## src/rtl/ivfd_pkg.sv

```systemverilog
// Shared types and constants for the IVF container deframer.
// Holds the item, record and queue-entry structs, the phase enum and the code values.
// No dependencies.
`default_nettype none

package ivfd_pkg;

    localparam int FILE_HDR_LEN  = 32;
    localparam int FRAME_HDR_LEN = 12;
    localparam int HDR_IDX_W     = $clog2(FILE_HDR_LEN);

    localparam int QDEPTH  = 4;
    localparam int QPTR_W  = $clog2(QDEPTH);
    localparam int QCNT_W  = $clog2(QDEPTH + 1);

    localparam logic [31:0] SIGNATURE_RESET = 32'h4649_4B44;
    localparam logic [15:0] HDR_SIZE_OK     = 16'(FILE_HDR_LEN);

    localparam int PADDR_W = 3;

    typedef enum logic [1:0] {
        KIND_FILE    = 2'd0,
        KIND_FRAME   = 2'd1,
        KIND_PAYLOAD = 2'd2,
        KIND_END     = 2'd3
    } kind_t;

    typedef enum logic [2:0] {
        ST_OK            = 3'd0,
        ST_VERSION       = 3'd1,
        ST_BAD_SIGNATURE = 3'd2,
        ST_BAD_HDR_SIZE  = 3'd3,
        ST_SHORT_FILE    = 3'd4,
        ST_SHORT_FRAME   = 3'd5,
        ST_SHORT_PAYLOAD = 3'd6
    } status_t;

    typedef enum logic [1:0] {
        PH_FILE    = 2'd0,
        PH_FRAME   = 2'd1,
        PH_PAYLOAD = 2'd2,
        PH_SKIP    = 2'd3
    } phase_t;

    typedef struct packed {
        logic [7:0] data_byte;
        logic       last_byte;
    } item_t;

    typedef struct packed {
        logic [1:0]  kind;
        logic [7:0]  payload_byte;
        logic        frame_end;
        logic [31:0] frame_len;
        logic [63:0] timestamp;
        logic [15:0] width;
        logic [15:0] height;
        logic [31:0] fourcc;
        logic [31:0] timebase_den;
        logic [31:0] tbase_num;
        logic [31:0] frame_count;
        logic [2:0]  status;
    } result_t;

    typedef struct packed {
        logic       has_main;
        result_t    main;
        logic       has_end;
        logic [2:0] end_status;
    } entry_t;

    typedef struct packed {
        logic valid;
        logic full;
    } qstat_t;

endpackage

`default_nettype wire

```

## src/rtl/ivfd_front.sv

```systemverilog
// Front end of the deframer: accepts stream bytes, tracks the container phase and
// builds one queue entry per byte that gives records. Depends on ivfd_pkg.
`default_nettype none

module ivfd_front
    import ivfd_pkg::*;
(
    input  wire logic        clk,
    input  wire logic        rst_n,
    input  wire logic        item_valid,
    input  wire item_t       item,
    input  wire logic [31:0] signature,
    input  wire qstat_t      qstat,
    output logic             accept,
    output logic             push,
    output entry_t           entry
);

    phase_t                 phase_reg, phase_next;
    logic [HDR_IDX_W-1:0]   count_reg, count_next;
    logic [31:0]            left_reg, left_next;
    logic [7:0]             hdr_reg [FILE_HDR_LEN];
    logic [7:0]             shifted [FILE_HDR_LEN];
    logic [8*FILE_HDR_LEN-1:0] hv;
    logic                   store_en;
    logic [31:0]            left_dec;
    logic [2:0]             hstat;

    assign accept = item_valid && !qstat.full;

    always_comb
    begin
        for (int i = 0; i < FILE_HDR_LEN - 1; i++)
        begin
            shifted[i] = hdr_reg[i + 1];
        end
        shifted[FILE_HDR_LEN - 1] = item.data_byte;
        for (int i = 0; i < FILE_HDR_LEN; i++)
        begin
            hv[8*i +: 8] = shifted[i];
        end
    end

    always_comb
    begin
        if (hv[31:0] != signature)
        begin
            hstat = ST_BAD_SIGNATURE;
        end
        else if (hv[63:48] != HDR_SIZE_OK)
        begin
            hstat = ST_BAD_HDR_SIZE;
        end
        else if (hv[47:32] != 16'd0)
        begin
            hstat = ST_VERSION;
        end
        else
        begin
            hstat = ST_OK;
        end
    end

    assign left_dec = (left_reg != 32'd0) ? left_reg - 32'd1 : 32'd0;

    always_comb
    begin
        phase_next = phase_reg;
        count_next = count_reg;
        left_next  = left_reg;
        store_en   = 1'b0;
        entry      = '0;
        case (phase_reg)
            PH_FILE:
            begin
                store_en   = 1'b1;
                count_next = count_reg + 1'b1;
                if (count_reg != HDR_IDX_W'(FILE_HDR_LEN - 1))
                begin
                    if (item.last_byte)
                    begin
                        entry.has_end    = 1'b1;
                        entry.end_status = ST_SHORT_FILE;
                        count_next       = '0;
                    end
                end
                else
                begin
                    entry.has_main          = 1'b1;
                    entry.main.kind         = KIND_FILE;
                    entry.main.fourcc       = hv[95:64];
                    entry.main.width        = hv[111:96];
                    entry.main.height       = hv[127:112];
                    entry.main.timebase_den = hv[159:128];
                    entry.main.tbase_num    = hv[191:160];
                    entry.main.frame_count  = hv[223:192];
                    entry.main.status       = hstat;
                    count_next              = '0;
                    if (item.last_byte)
                    begin
                        entry.has_end    = (hstat == ST_OK) || (hstat == ST_VERSION);
                        entry.end_status = ST_OK;
                    end
                    else if ((hstat == ST_OK) || (hstat == ST_VERSION))
                    begin
                        phase_next = PH_FRAME;
                    end
                    else
                    begin
                        phase_next = PH_SKIP;
                    end
                end
            end
            PH_FRAME:
            begin
                store_en   = 1'b1;
                count_next = count_reg + 1'b1;
                if (count_reg != HDR_IDX_W'(FRAME_HDR_LEN - 1))
                begin
                    if (item.last_byte)
                    begin
                        entry.has_end    = 1'b1;
                        entry.end_status = ST_SHORT_FRAME;
                        phase_next       = PH_FILE;
                        count_next       = '0;
                    end
                end
                else
                begin
                    entry.has_main        = 1'b1;
                    entry.main.kind       = KIND_FRAME;
                    entry.main.frame_len  = hv[191:160];
                    entry.main.timestamp  = hv[255:192];
                    entry.main.frame_end  = (hv[191:160] == 32'd0);
                    count_next            = '0;
                    if (item.last_byte)
                    begin
                        entry.has_end    = 1'b1;
                        entry.end_status = (hv[191:160] == 32'd0) ? ST_OK : ST_SHORT_PAYLOAD;
                        phase_next       = PH_FILE;
                    end
                    else if (hv[191:160] != 32'd0)
                    begin
                        left_next  = hv[191:160];
                        phase_next = PH_PAYLOAD;
                    end
                end
            end
            PH_PAYLOAD:
            begin
                entry.has_main          = 1'b1;
                entry.main.kind         = KIND_PAYLOAD;
                entry.main.payload_byte = item.data_byte;
                entry.main.frame_end    = (left_dec == 32'd0);
                left_next               = left_dec;
                if (item.last_byte)
                begin
                    entry.has_end    = 1'b1;
                    entry.end_status = (left_dec == 32'd0) ? ST_OK : ST_SHORT_PAYLOAD;
                    phase_next       = PH_FILE;
                    count_next       = '0;
                    left_next        = '0;
                end
                else if (left_dec == 32'd0)
                begin
                    phase_next = PH_FRAME;
                    count_next = '0;
                end
            end
            default:
            begin
                if (item.last_byte)
                begin
                    phase_next = PH_FILE;
                    count_next = '0;
                    left_next  = '0;
                end
            end
        endcase
    end

    assign push = accept && (entry.has_main || entry.has_end);

    always_ff @(posedge clk or negedge rst_n)
    begin
        if (!rst_n)
        begin
            phase_reg <= PH_FILE;
            count_reg <= '0;
            left_reg  <= '0;
        end
        else if (accept)
        begin
            phase_reg <= phase_next;
            count_reg <= count_next;
            left_reg  <= left_next;
        end
    end

    always_ff @(posedge clk)
    begin
        if (accept && store_en)
        begin
            for (int i = 0; i < FILE_HDR_LEN; i++)
            begin
                hdr_reg[i] <= shifted[i];
            end
        end
    end

    a_skip_silent: assert property (@(posedge clk) disable iff (!rst_n)
        accept && (phase_reg == PH_SKIP) |-> !push)
        else $error("record produced while skipping a failed stream");

    a_payload_leaves: assert property (@(posedge clk) disable iff (!rst_n)
        accept && (phase_reg == PH_PAYLOAD) && !item.last_byte && (left_reg == 32'd1)
        |=> (phase_reg == PH_FRAME) && (count_reg == '0))
        else $error("frame end did not return to frame header collection");

endmodule

`default_nettype wire

```

## src/rtl/ivfd_queue.sv

```systemverilog
// Short entry queue between the front and back ends of the deframer.
// Depends on ivfd_pkg.
`default_nettype none

module ivfd_queue
    import ivfd_pkg::*;
(
    input  wire logic   clk,
    input  wire logic   rst_n,
    input  wire logic   push,
    input  wire entry_t wr_entry,
    input  wire logic   pop,
    output entry_t      rd_entry,
    output qstat_t      qstat
);

    entry_t              mem_reg [QDEPTH];
    logic [QPTR_W-1:0]   wr_ptr_reg, wr_ptr_next;
    logic [QPTR_W-1:0]   rd_ptr_reg, rd_ptr_next;
    logic [QCNT_W-1:0]   cnt_reg, cnt_next;

    assign rd_entry    = mem_reg[rd_ptr_reg];
    assign qstat.valid = (cnt_reg != '0);
    assign qstat.full  = (cnt_reg == QCNT_W'(QDEPTH));

    always_comb
    begin
        wr_ptr_next = push ? wr_ptr_reg + 1'b1 : wr_ptr_reg;
        rd_ptr_next = pop  ? rd_ptr_reg + 1'b1 : rd_ptr_reg;
        cnt_next    = cnt_reg + QCNT_W'(push) - QCNT_W'(pop);
    end

    always_ff @(posedge clk or negedge rst_n)
    begin
        if (!rst_n)
        begin
            wr_ptr_reg <= '0;
            rd_ptr_reg <= '0;
            cnt_reg    <= '0;
        end
        else
        begin
            wr_ptr_reg <= wr_ptr_next;
            rd_ptr_reg <= rd_ptr_next;
            cnt_reg    <= cnt_next;
        end
    end

    always_ff @(posedge clk)
    begin
        if (push)
        begin
            mem_reg[wr_ptr_reg] <= wr_entry;
        end
    end

    a_no_overflow: assert property (@(posedge clk) disable iff (!rst_n)
        qstat.full |-> !push)
        else $error("entry queue overflow");

    a_no_underflow: assert property (@(posedge clk) disable iff (!rst_n)
        !qstat.valid |-> !pop)
        else $error("entry queue underflow");

endmodule

`default_nettype wire

```

## src/rtl/ivfd_back.sv

```systemverilog
// Back end of the deframer: expands each queue entry into one or two records
// and holds them in the output register. Depends on ivfd_pkg.
`default_nettype none

module ivfd_back
    import ivfd_pkg::*;
(
    input  wire logic   clk,
    input  wire logic   rst_n,
    input  wire entry_t head,
    input  wire qstat_t qstat,
    output logic        pop,
    output logic        result_valid,
    input  wire logic   result_stall,
    output result_t     result
);

    logic    out_valid_reg, out_valid_next;
    result_t out_reg, out_next;
    logic    sub_reg, sub_next;
    logic    load;
    logic    emit_main;
    result_t end_rec;

    always_comb
    begin
        end_rec        = '0;
        end_rec.kind   = KIND_END;
        end_rec.status = head.end_status;
    end

    assign load      = qstat.valid && (!out_valid_reg || !result_stall);
    assign emit_main = head.has_main && !sub_reg;
    assign pop       = load && !(emit_main && head.has_end);

    always_comb
    begin
        out_next       = out_reg;
        sub_next       = sub_reg;
        out_valid_next = out_valid_reg && result_stall;
        if (load)
        begin
            out_next       = emit_main ? head.main : end_rec;
            sub_next       = emit_main && head.has_end;
            out_valid_next = 1'b1;
        end
    end

    always_ff @(posedge clk or negedge rst_n)
    begin
        if (!rst_n)
        begin
            out_valid_reg <= 1'b0;
            sub_reg       <= 1'b0;
        end
        else
        begin
            out_valid_reg <= out_valid_next;
            sub_reg       <= sub_next;
        end
    end

    always_ff @(posedge clk)
    begin
        out_reg <= out_next;
    end

    assign result_valid = out_valid_reg;
    assign result       = out_reg;

    a_status_kinds: assert property (@(posedge clk) disable iff (!rst_n)
        out_valid_reg && ((out_reg.kind == KIND_FRAME) || (out_reg.kind == KIND_PAYLOAD))
        |-> (out_reg.status == ST_OK))
        else $error("status set on a frame or payload record");

    a_second_half: assert property (@(posedge clk) disable iff (!rst_n)
        sub_reg |-> qstat.valid && head.has_main && head.has_end)
        else $error("pending stream end without a matching entry");

endmodule

`default_nettype wire

```

## src/rtl/ivf_container_deframer.sv

```systemverilog
// Top level of the IVF container deframer: configuration registers, front end,
// entry queue and back end. Depends on ivfd_pkg, ivfd_front, ivfd_queue, ivfd_back.
//
//   channel   direction  handshake                 payload
//   item      in         item_valid / item_stall   item_t   (data_byte, last_byte)
//   result    out        result_valid / result_stall result_t (one record)
//   config    in         APB psel/penable/pwrite   signature_word at byte address 0
//
// One byte is taken per clock while the four-entry queue has room; its first record
// passes through the queue and then the output register before it is offered.
// A byte that ends a stream on a complete frame header, on a complete file header that
// passes its checks, or in a payload gives two records; the output register drains one
// record per clock while result_stall is low, so such a byte loads it twice. The entry
// queue parts the two sides: input keeps flowing while a record waits, until it fills.
// Reset is asynchronous, active low; the signature returns to DKIF.
`default_nettype none

module ivf_container_deframer
    import ivfd_pkg::*;
(
    input  wire logic               clk,
    input  wire logic               rst_n,
    input  wire logic               item_valid,
    output logic                    item_stall,
    input  wire item_t              item,
    output logic                    result_valid,
    input  wire logic               result_stall,
    output result_t                 result,
    input  wire logic               psel,
    input  wire logic               penable,
    input  wire logic               pwrite,
    input  wire logic [PADDR_W-1:0] paddr,
    input  wire logic [31:0]        pwdata,
    output logic [31:0]             prdata,
    output logic                    pready
);

    logic [31:0] sig_reg, sig_next;
    logic        sig_sel;
    qstat_t      qstat;
    entry_t      wr_entry;
    entry_t      head;
    logic        push;
    logic        pop;
    logic        accept;

    assign pready  = 1'b1;
    assign sig_sel = (paddr[PADDR_W-1] == 1'b0);
    assign prdata  = sig_sel ? sig_reg : 32'd0;

    always_comb
    begin
        sig_next = sig_reg;
        if (psel && penable && pwrite && sig_sel)
        begin
            sig_next = pwdata;
        end
    end

    always_ff @(posedge clk or negedge rst_n)
    begin
        if (!rst_n)
        begin
            sig_reg <= SIGNATURE_RESET;
        end
        else
        begin
            sig_reg <= sig_next;
        end
    end

    assign item_stall = qstat.full;

    ivfd_front u_front (
        .clk        (clk),
        .rst_n      (rst_n),
        .item_valid (item_valid),
        .item       (item),
        .signature  (sig_reg),
        .qstat      (qstat),
        .accept     (accept),
        .push       (push),
        .entry      (wr_entry)
    );

    ivfd_queue u_queue (
        .clk      (clk),
        .rst_n    (rst_n),
        .push     (push),
        .wr_entry (wr_entry),
        .pop      (pop),
        .rd_entry (head),
        .qstat    (qstat)
    );

    ivfd_back u_back (
        .clk          (clk),
        .rst_n        (rst_n),
        .head         (head),
        .qstat        (qstat),
        .pop          (pop),
        .result_valid (result_valid),
        .result_stall (result_stall),
        .result       (result)
    );

    a_accept_matches: assert property (@(posedge clk) disable iff (!rst_n)
        accept == (item_valid && !item_stall))
        else $error("front end acceptance disagrees with the item handshake");

endmodule

`default_nettype wire

```

## config.mk

```make
export PLATFORM = sky130hd
export DESIGN_NAME = ivf_container_deframer
export DESIGN_NICKNAME = d
export VERILOG_FILES = /design/src/rtl/ivfd_pkg.sv /design/src/rtl/ivfd_front.sv /design/src/rtl/ivfd_queue.sv /design/src/rtl/ivfd_back.sv /design/src/rtl/ivf_container_deframer.sv
export SDC_FILE = /design/constraint.sdc
export NUM_CORES = 1
export LEC_CHECK = 0
export ABC_AREA = 1
export BUFFER_PORTS_ARGS = -buffer_cell sky130_fd_sc_hd__buf_2
export CORE_AREA = 3 3 449 273
export CTS_CLUSTER_SIZE = 12
export DETAILED_ROUTE_END_ITERATION = 10
export DIE_AREA = 0 0 452 276
export GPL_ROUTABILITY_DRIVEN = 1
export PLACE_DENSITY = 0.71
export RECOVER_POWER = 25
export SLEW_MARGIN = 10
export SYNTH_ARGS = -nofsm -noshare
export SYNTH_HDL_FRONTEND = slang
export SYNTH_SLANG_ARGS = --single-unit
```

## constraint.sdc

```tcl
create_clock -name clk -period 20.9 [get_ports clk]
set_input_delay 1.045 -clock clk [delete_from_list [all_inputs] [get_ports clk]]
set_output_delay 1.045 -clock clk [all_outputs]
set_load 0.01 [all_outputs]
```

* Word-level counts from Yosys, hierarchy flattened
Memories as Yosys holds them, arrays and structs flattened.
Index checks and enable logic that the tools add are counted.
** Cells by class
- Add/subtract/negate cells :: 6
- Eq/ne operators :: 15
- Muxes and demuxes :: 54
- Bitwise operators :: 2
- Reductions and logical operators :: 33
** Operator list (count)
- 2-to-1 mux 163 bit :: 2
- 2-to-1 mux 32 bit :: 7
- 2-to-1 mux 97 bit :: 1
- 2-to-1 mux 96 bit :: 1
- one-hot mux 32 bit (3 select lines) :: 1
- logical NOT 32 bit :: 2
- nonzero test 32 bit :: 2
- inequality test 32 bit :: 1
- subtractor 32 x 1 -> 32 bit (second input constant) :: 1
- 2-to-1 mux 5 bit :: 6
- 2-to-1 mux 4 bit :: 7
- 2-to-1 mux 3 bit :: 7
- 2-to-1 mux 2 bit :: 9
- inequality test 16 x 6 -> 1 bit (second input constant) :: 1
- nonzero test 16 bit :: 1
- one-hot mux 5 bit (3 select lines) :: 1
- one-hot mux 4 bit (3 select lines) :: 1
- logical AND 1 bit :: 11
- one-hot mux 3 bit (3 select lines) :: 1
- 2-to-1 mux 8 bit :: 1
- inequality test 2 bit (second input constant) :: 4
- 2-to-1 mux 1 bit :: 7
- one-hot mux 2 bit (3 select lines) :: 1
- AND reduction 6 bit :: 1
- other kinds (24) :: 33
** Storage, ports and cells
- Bits in registers :: 350
- Bits in writable memories :: 1356
- Input port bits :: 51
- Logic and storage cells :: 133
- Memories kept :: 2
** Memory list
- u_queue.mem_reg :: words 4, width 275, read ports 1, clocked after memory_dff 0, wr ports 1, line ivfd_queue.sv:17 : entry_t mem_reg [QDEPTH];
- u_front.hdr_reg :: words 32, width 8, read ports 31, clocked after memory_dff 0, wr ports 32, line ivfd_front.sv:22 : logic [7:0] hdr_reg [FILE_HDR_LEN];

* Longest topological paths before layout
An unclocked memory read counts as a cell.
- Depth after elaboration :: 14
- Depth in mapped cells :: 17
- Mapped depth without buffers :: 17

* By module
Synthesis repeated with hierarchy kept, for this count alone.
** Second synthesis, totals
- Cells, all modules :: 6841
- Area, all modules :: 71886.4 um^2
** By module, submodules not included
- ivfd_queue :: instances 1, cells an instance 4356, area an instance 46432.0 um^2
- ivfd_front :: instances 1, cells an instance 1419, area an instance 13320.3 um^2
- ivfd_back :: instances 1, cells an instance 854, area an instance 10532.6 um^2
- ivf_container_deframer :: instances 1, cells an instance 212, area an instance 1601.5 um^2

* Worst setup path before layout
OpenSTA, ideal clock, no wires.
- Kind :: in2reg
- From :: input port item_valid
- To :: memory u_front.hdr_reg[12][4] (netlist: u_front.hdr_reg[0][100]), enable pin
- Data arrival time :: 13152 ps
- Setup slack :: 6810 ps
- Stages :: 2
- Buffers on the path :: 0
- Cell sequence :: o21ai_0 a21oi_1
** RTL lines
- from (decl) :: line ivf_container_deframer.sv:23 : input wire logic item_valid,
- to (decl) :: line ivfd_front.sv:22

==> flow_metrics.env <==
export IMPL_numCtsBuffers=163
export IMPL_hold_slack_ps=433.6
export IMPL_die_area_um2=124800
export IMPL_antenna_found_initial=5
export IMPL_synth_warnings=0
export IMPL_rrSetupSlack_ps=13670
export IMPL_ff2ff_path_depth=13
export IMPL_drv_cap=6
export IMPL_design_portCount=356
export IMPL_synth_enable_flop_cells=1614
export IMPL_finish_utilization_pct=61.24
export IMPL_synth_seq_area_share_pct=77.49
export IMPL_drt_iter0_drc=4462
export IMPL_min_path_cells=0
export IMPL_syn_nets=5129
export IMPL_cts_hold_buffers=0
export IMPL_syn_avg_cell_area_um2=12.87
export IMPL_worstSkewPairLatency_ps=790
export IMPL_post_route_min_period_ps=7230
export IMPL_yosys_area_top_type="edfxtp_1"
export IMPL_core_area_um2=118800
export IMPL_leakage_nw=26.31
export IMPL_netlist_top_cells_area="edfxtp_1 74%, nor2_1 8.6%, o21ai_0 4.3%"
export IMPL_worstMarginPinSlew_ps=4446
export IMPL_rr_startpoint="u_front.count_reg[0]$_DFFE_PN0P_"
export IMPL_synth_top_cell_area_share_pct=74.39
export IMPL_vias_per_cell=5.612
export IMPL_postSynthCellCount=5063
export IMPL_synth_area_um2=65150
export IMPL_first_pass_iters=6
export IMPL_route_met3_wl_um=12680
export IMPL_fin_setup_tns_ps=0
export IMPL_grt_overflow=0
export IMPL_largest_reg_flops=1096
export IMPL_top_layer="met5"
export IMPL_post_cts_buffers=0
export IMPL_ant_nets=0
export IMPL_timing_final_crit_share_pct=34.59
export IMPL_num_vias=39388
export IMPL_max_freq_mhz=138.3
export IMPL_cts_tree="yes"
export IMPL_crit_arrival_ps=7620
export IMPL_reg2reg_to="u_queue.mem_reg[2][8]$_DFFE_PP_"
export IMPL_clock_root_buffer="clkbuf_16"
export IMPL_cp_end_kind="flip-flop"
export IMPL_grt_util_all_layers_pct=24.29
export IMPL_die_w_um=452
export IMPL_rsz0062_at_grt="false"
export IMPL_finClkSkew_ps=28.83
export IMPL_relSlewSlack_pct=-198.0
export IMPL_violations="max-capacitance violations, max-slew violations"
export IMPL_drc=0
export IMPL_whs_endpoint="u_front.hdr_reg[0][58]$_DFFE_PP_"
export IMPL_startpoint_type="flip-flop"
export IMPL_synth_seq_cells=1694
export IMPL_finalSetupViolations=0
export IMPL_row_count=98
export IMPL_area_growth_pct=11.68
export IMPL_clock_sinks=1694
export IMPL_wl_per_cell_um=21.89
export IMPL_drt_met1_wl_um=69540
export IMPL_place_gp_congestion=0.9128
export IMPL_start_util_pct=54.83
export IMPL_wl_met2_um=67090
export IMPL_cts_resized=0
export IMPL_clk_pin_slew_ps=60
export IMPL_critPathMaxFanout=65
export IMPL_required_ps=21290
export IMPL_nNetsFinal=5419
export IMPL_grt_pass1_wl_um=230800
export IMPL_criticalPathCategory="flip-flop to flip-flop"
export IMPL_hpwl_um=83620
export IMPL_grt_pass1_vias=36835
export IMPL_max_clock_path_buffers=3
export IMPL_p_per_area_nw_per_um2=135.4
export IMPL_grt_max_degree=272
export IMPL_holdCritPathClass="flip-flop to flip-flop"
export IMPL_worstHoldStart="u_front.hdr_reg[0][66]$_DFFE_PP_"
export IMPL_fillers=8904
export IMPL_synthDistinctLibCells=44
export IMPL_synth_flop_cell="edfxtp_1"
export IMPL_drive_gt1_share_pct=8.883
export IMPL_report_final_slew_viol_count=331
export IMPL_io_buffers=352
export IMPL_irDropWorstVdd_uv=134.7
export IMPL_htreeDepth=4
export IMPL_synthArstFlopShare_pct=4.723
export IMPL_wl_um=153600
export IMPL_status="finished with violations"
export IMPL_finalHoldViolCount=0
export IMPL_die_h_um=276
## final cells by class
cell class | count | area, um2 | area share (%)
Antenna cell | 3 | 7.507 | 0.01032
Clock buffer | 204 | 4284 | 5.888
Clock inverter | 23 | 292.8 | 0.4024
Inverter | 278 | 1060 | 1.456
Multi-Input combinational cell | 2819 | 12630 | 17.35
Sequential cell | 1694 | 50490 | 69.39
Tap cell | 1600 | 2002 | 2.751
Timing Repair Buffer | 397 | 2002 | 2.751
## per-stage QoR
stage                     setup WS (ps)  cells  area (um2)  total power [mW]
after floorplan                    6810   5063       65150             6.415
after global placement            15080   6787       68380             7.244
after detailed placement          15070   6787       68380             7.289
after CTS                         15040   7014       72960             9.939
after global routing              13090   7016       72760             10.35
final                             13670   7018       72760             9.851
## worst max-delay path, stage by stage (launching register included)
cell and delay [ps]:
dfrtp_1 390, ha_1 200, inv_1 60, nor2_1 100
ha_1 210, nand2_1 1550, a31oi_1 1030, inv_1 80
nand2_1 120, nand2_1 290, nor2_4 180, buf_4 680
buf_4 830, buf_4 910
## placed cells by master (no fill, tap or decap), drive strengths merged
| cell | instances |
|---|---|
| o32ai | 1 |
| o22ai | 34 |
| nor2 | 1511 |
| nand2 | 205 |
| nor4 | 12 |
| nor3b | 1 |
| o31ai | 1 |
| a21oi | 304 |
| nand3 | 61 |
| o211ai | 4 |
| nor3 | 8 |
| a22o | 31 |
| fa | 1 |
| diode | 3 |
| o221ai | 2 |
| clkbuf | 362 |
| dfrtp | 68 |
| xnor2 | 20 |
| nand4 | 18 |
| conb | 1 |
| edfxtp | 1614 |
| inv | 283 |
| o21bai | 6 |
| o21ai | 559 |
| or2 | 10 |
| clkinvlp | 2 |
| xor2 | 9 |
| buf | 239 |
| clkinv | 16 |
| a31oi | 5 |
| o2111ai | 1 |
| dfstp | 12 |
| ha | 14 |
## routing by layer
layer	vias to the layer above	global-route usage, %
li1	18215	-
met1	19336	37.76
met2	1598	34.65
met3	237	4.828
met4	2	7.801
met5	-	0
## cell usage after synthesis (2+ instances only)
master	count
edfxtp_1	1614
nor2_1	1501
o21ai_0	558
a21oi_1	304
inv_1	276
clkbuf_1	214
nand2_1	199
dfrtp_1	68
nand3_1	57
buf_1	48
o22ai_1	34
a22o_1	31
xnor2_1	20
nand4_1	17
ha_1	14
dfstp_2	12
nor4_1	12
or2_2	10
xor2_1	9
nor3_1	8
buf_2	7
nor2_2	6
o21bai_1	6
a31oi_1	5
nand3_2	4
o211ai_1	4
nand2_4	3
nor2_4	3
buf_6	2
nand2_2	2
o221ai_1	2
## worst max-delay path by stage
stage,startpoint,end,slack (ps)
2_1_floorplan,item_valid,u_front.hdr_reg[0][100]$_DFFE_PP_,6810
3_3_place_gp,u_front.count_reg[0]$_DFFE_PN0P_,u_queue.mem_reg[2][186]$_DFFE_PP_,15080
3_5_place_dp,u_front.count_reg[0]$_DFFE_PN0P_,u_queue.mem_reg[2][186]$_DFFE_PP_,15070
4_1_cts,u_front.count_reg[0]$_DFFE_PN0P_,u_queue.mem_reg[2][187]$_DFFE_PP_,15040
5_1_grt,u_front.count_reg[0]$_DFFE_PN0P_,u_queue.mem_reg[2][8]$_DFFE_PP_,13090
6_report,u_front.count_reg[0]$_DFFE_PN0P_,u_queue.mem_reg[2][8]$_DFFE_PP_,13670
## power breakdown
| group | internal, mW | switching, mW | leakage, nW |
|---|---|---|---|
| logic | 0.643 | 1.77 | 7.56 |
| clock network | 1.44 | 1.21 | 2.22 |
| registers | 4.49 | 0.301 | 16.5 |
| total | 6.57 | 3.28 | 26.3 |
## cells by family after synthesis
group	count (synthesis)	share of synthesized area, %
AOI/OAI and AO/OA	948	7.607
xor gates and xnor gates	29	0.3899
adders and majority gates	15	0.2996
buffers and inverters	550	3.211
DFF	1694	77.49
other	1	0.005756
and+or+nand+nor	1826	11.00
No activity file was read; power rests on OpenSTA's default activity.
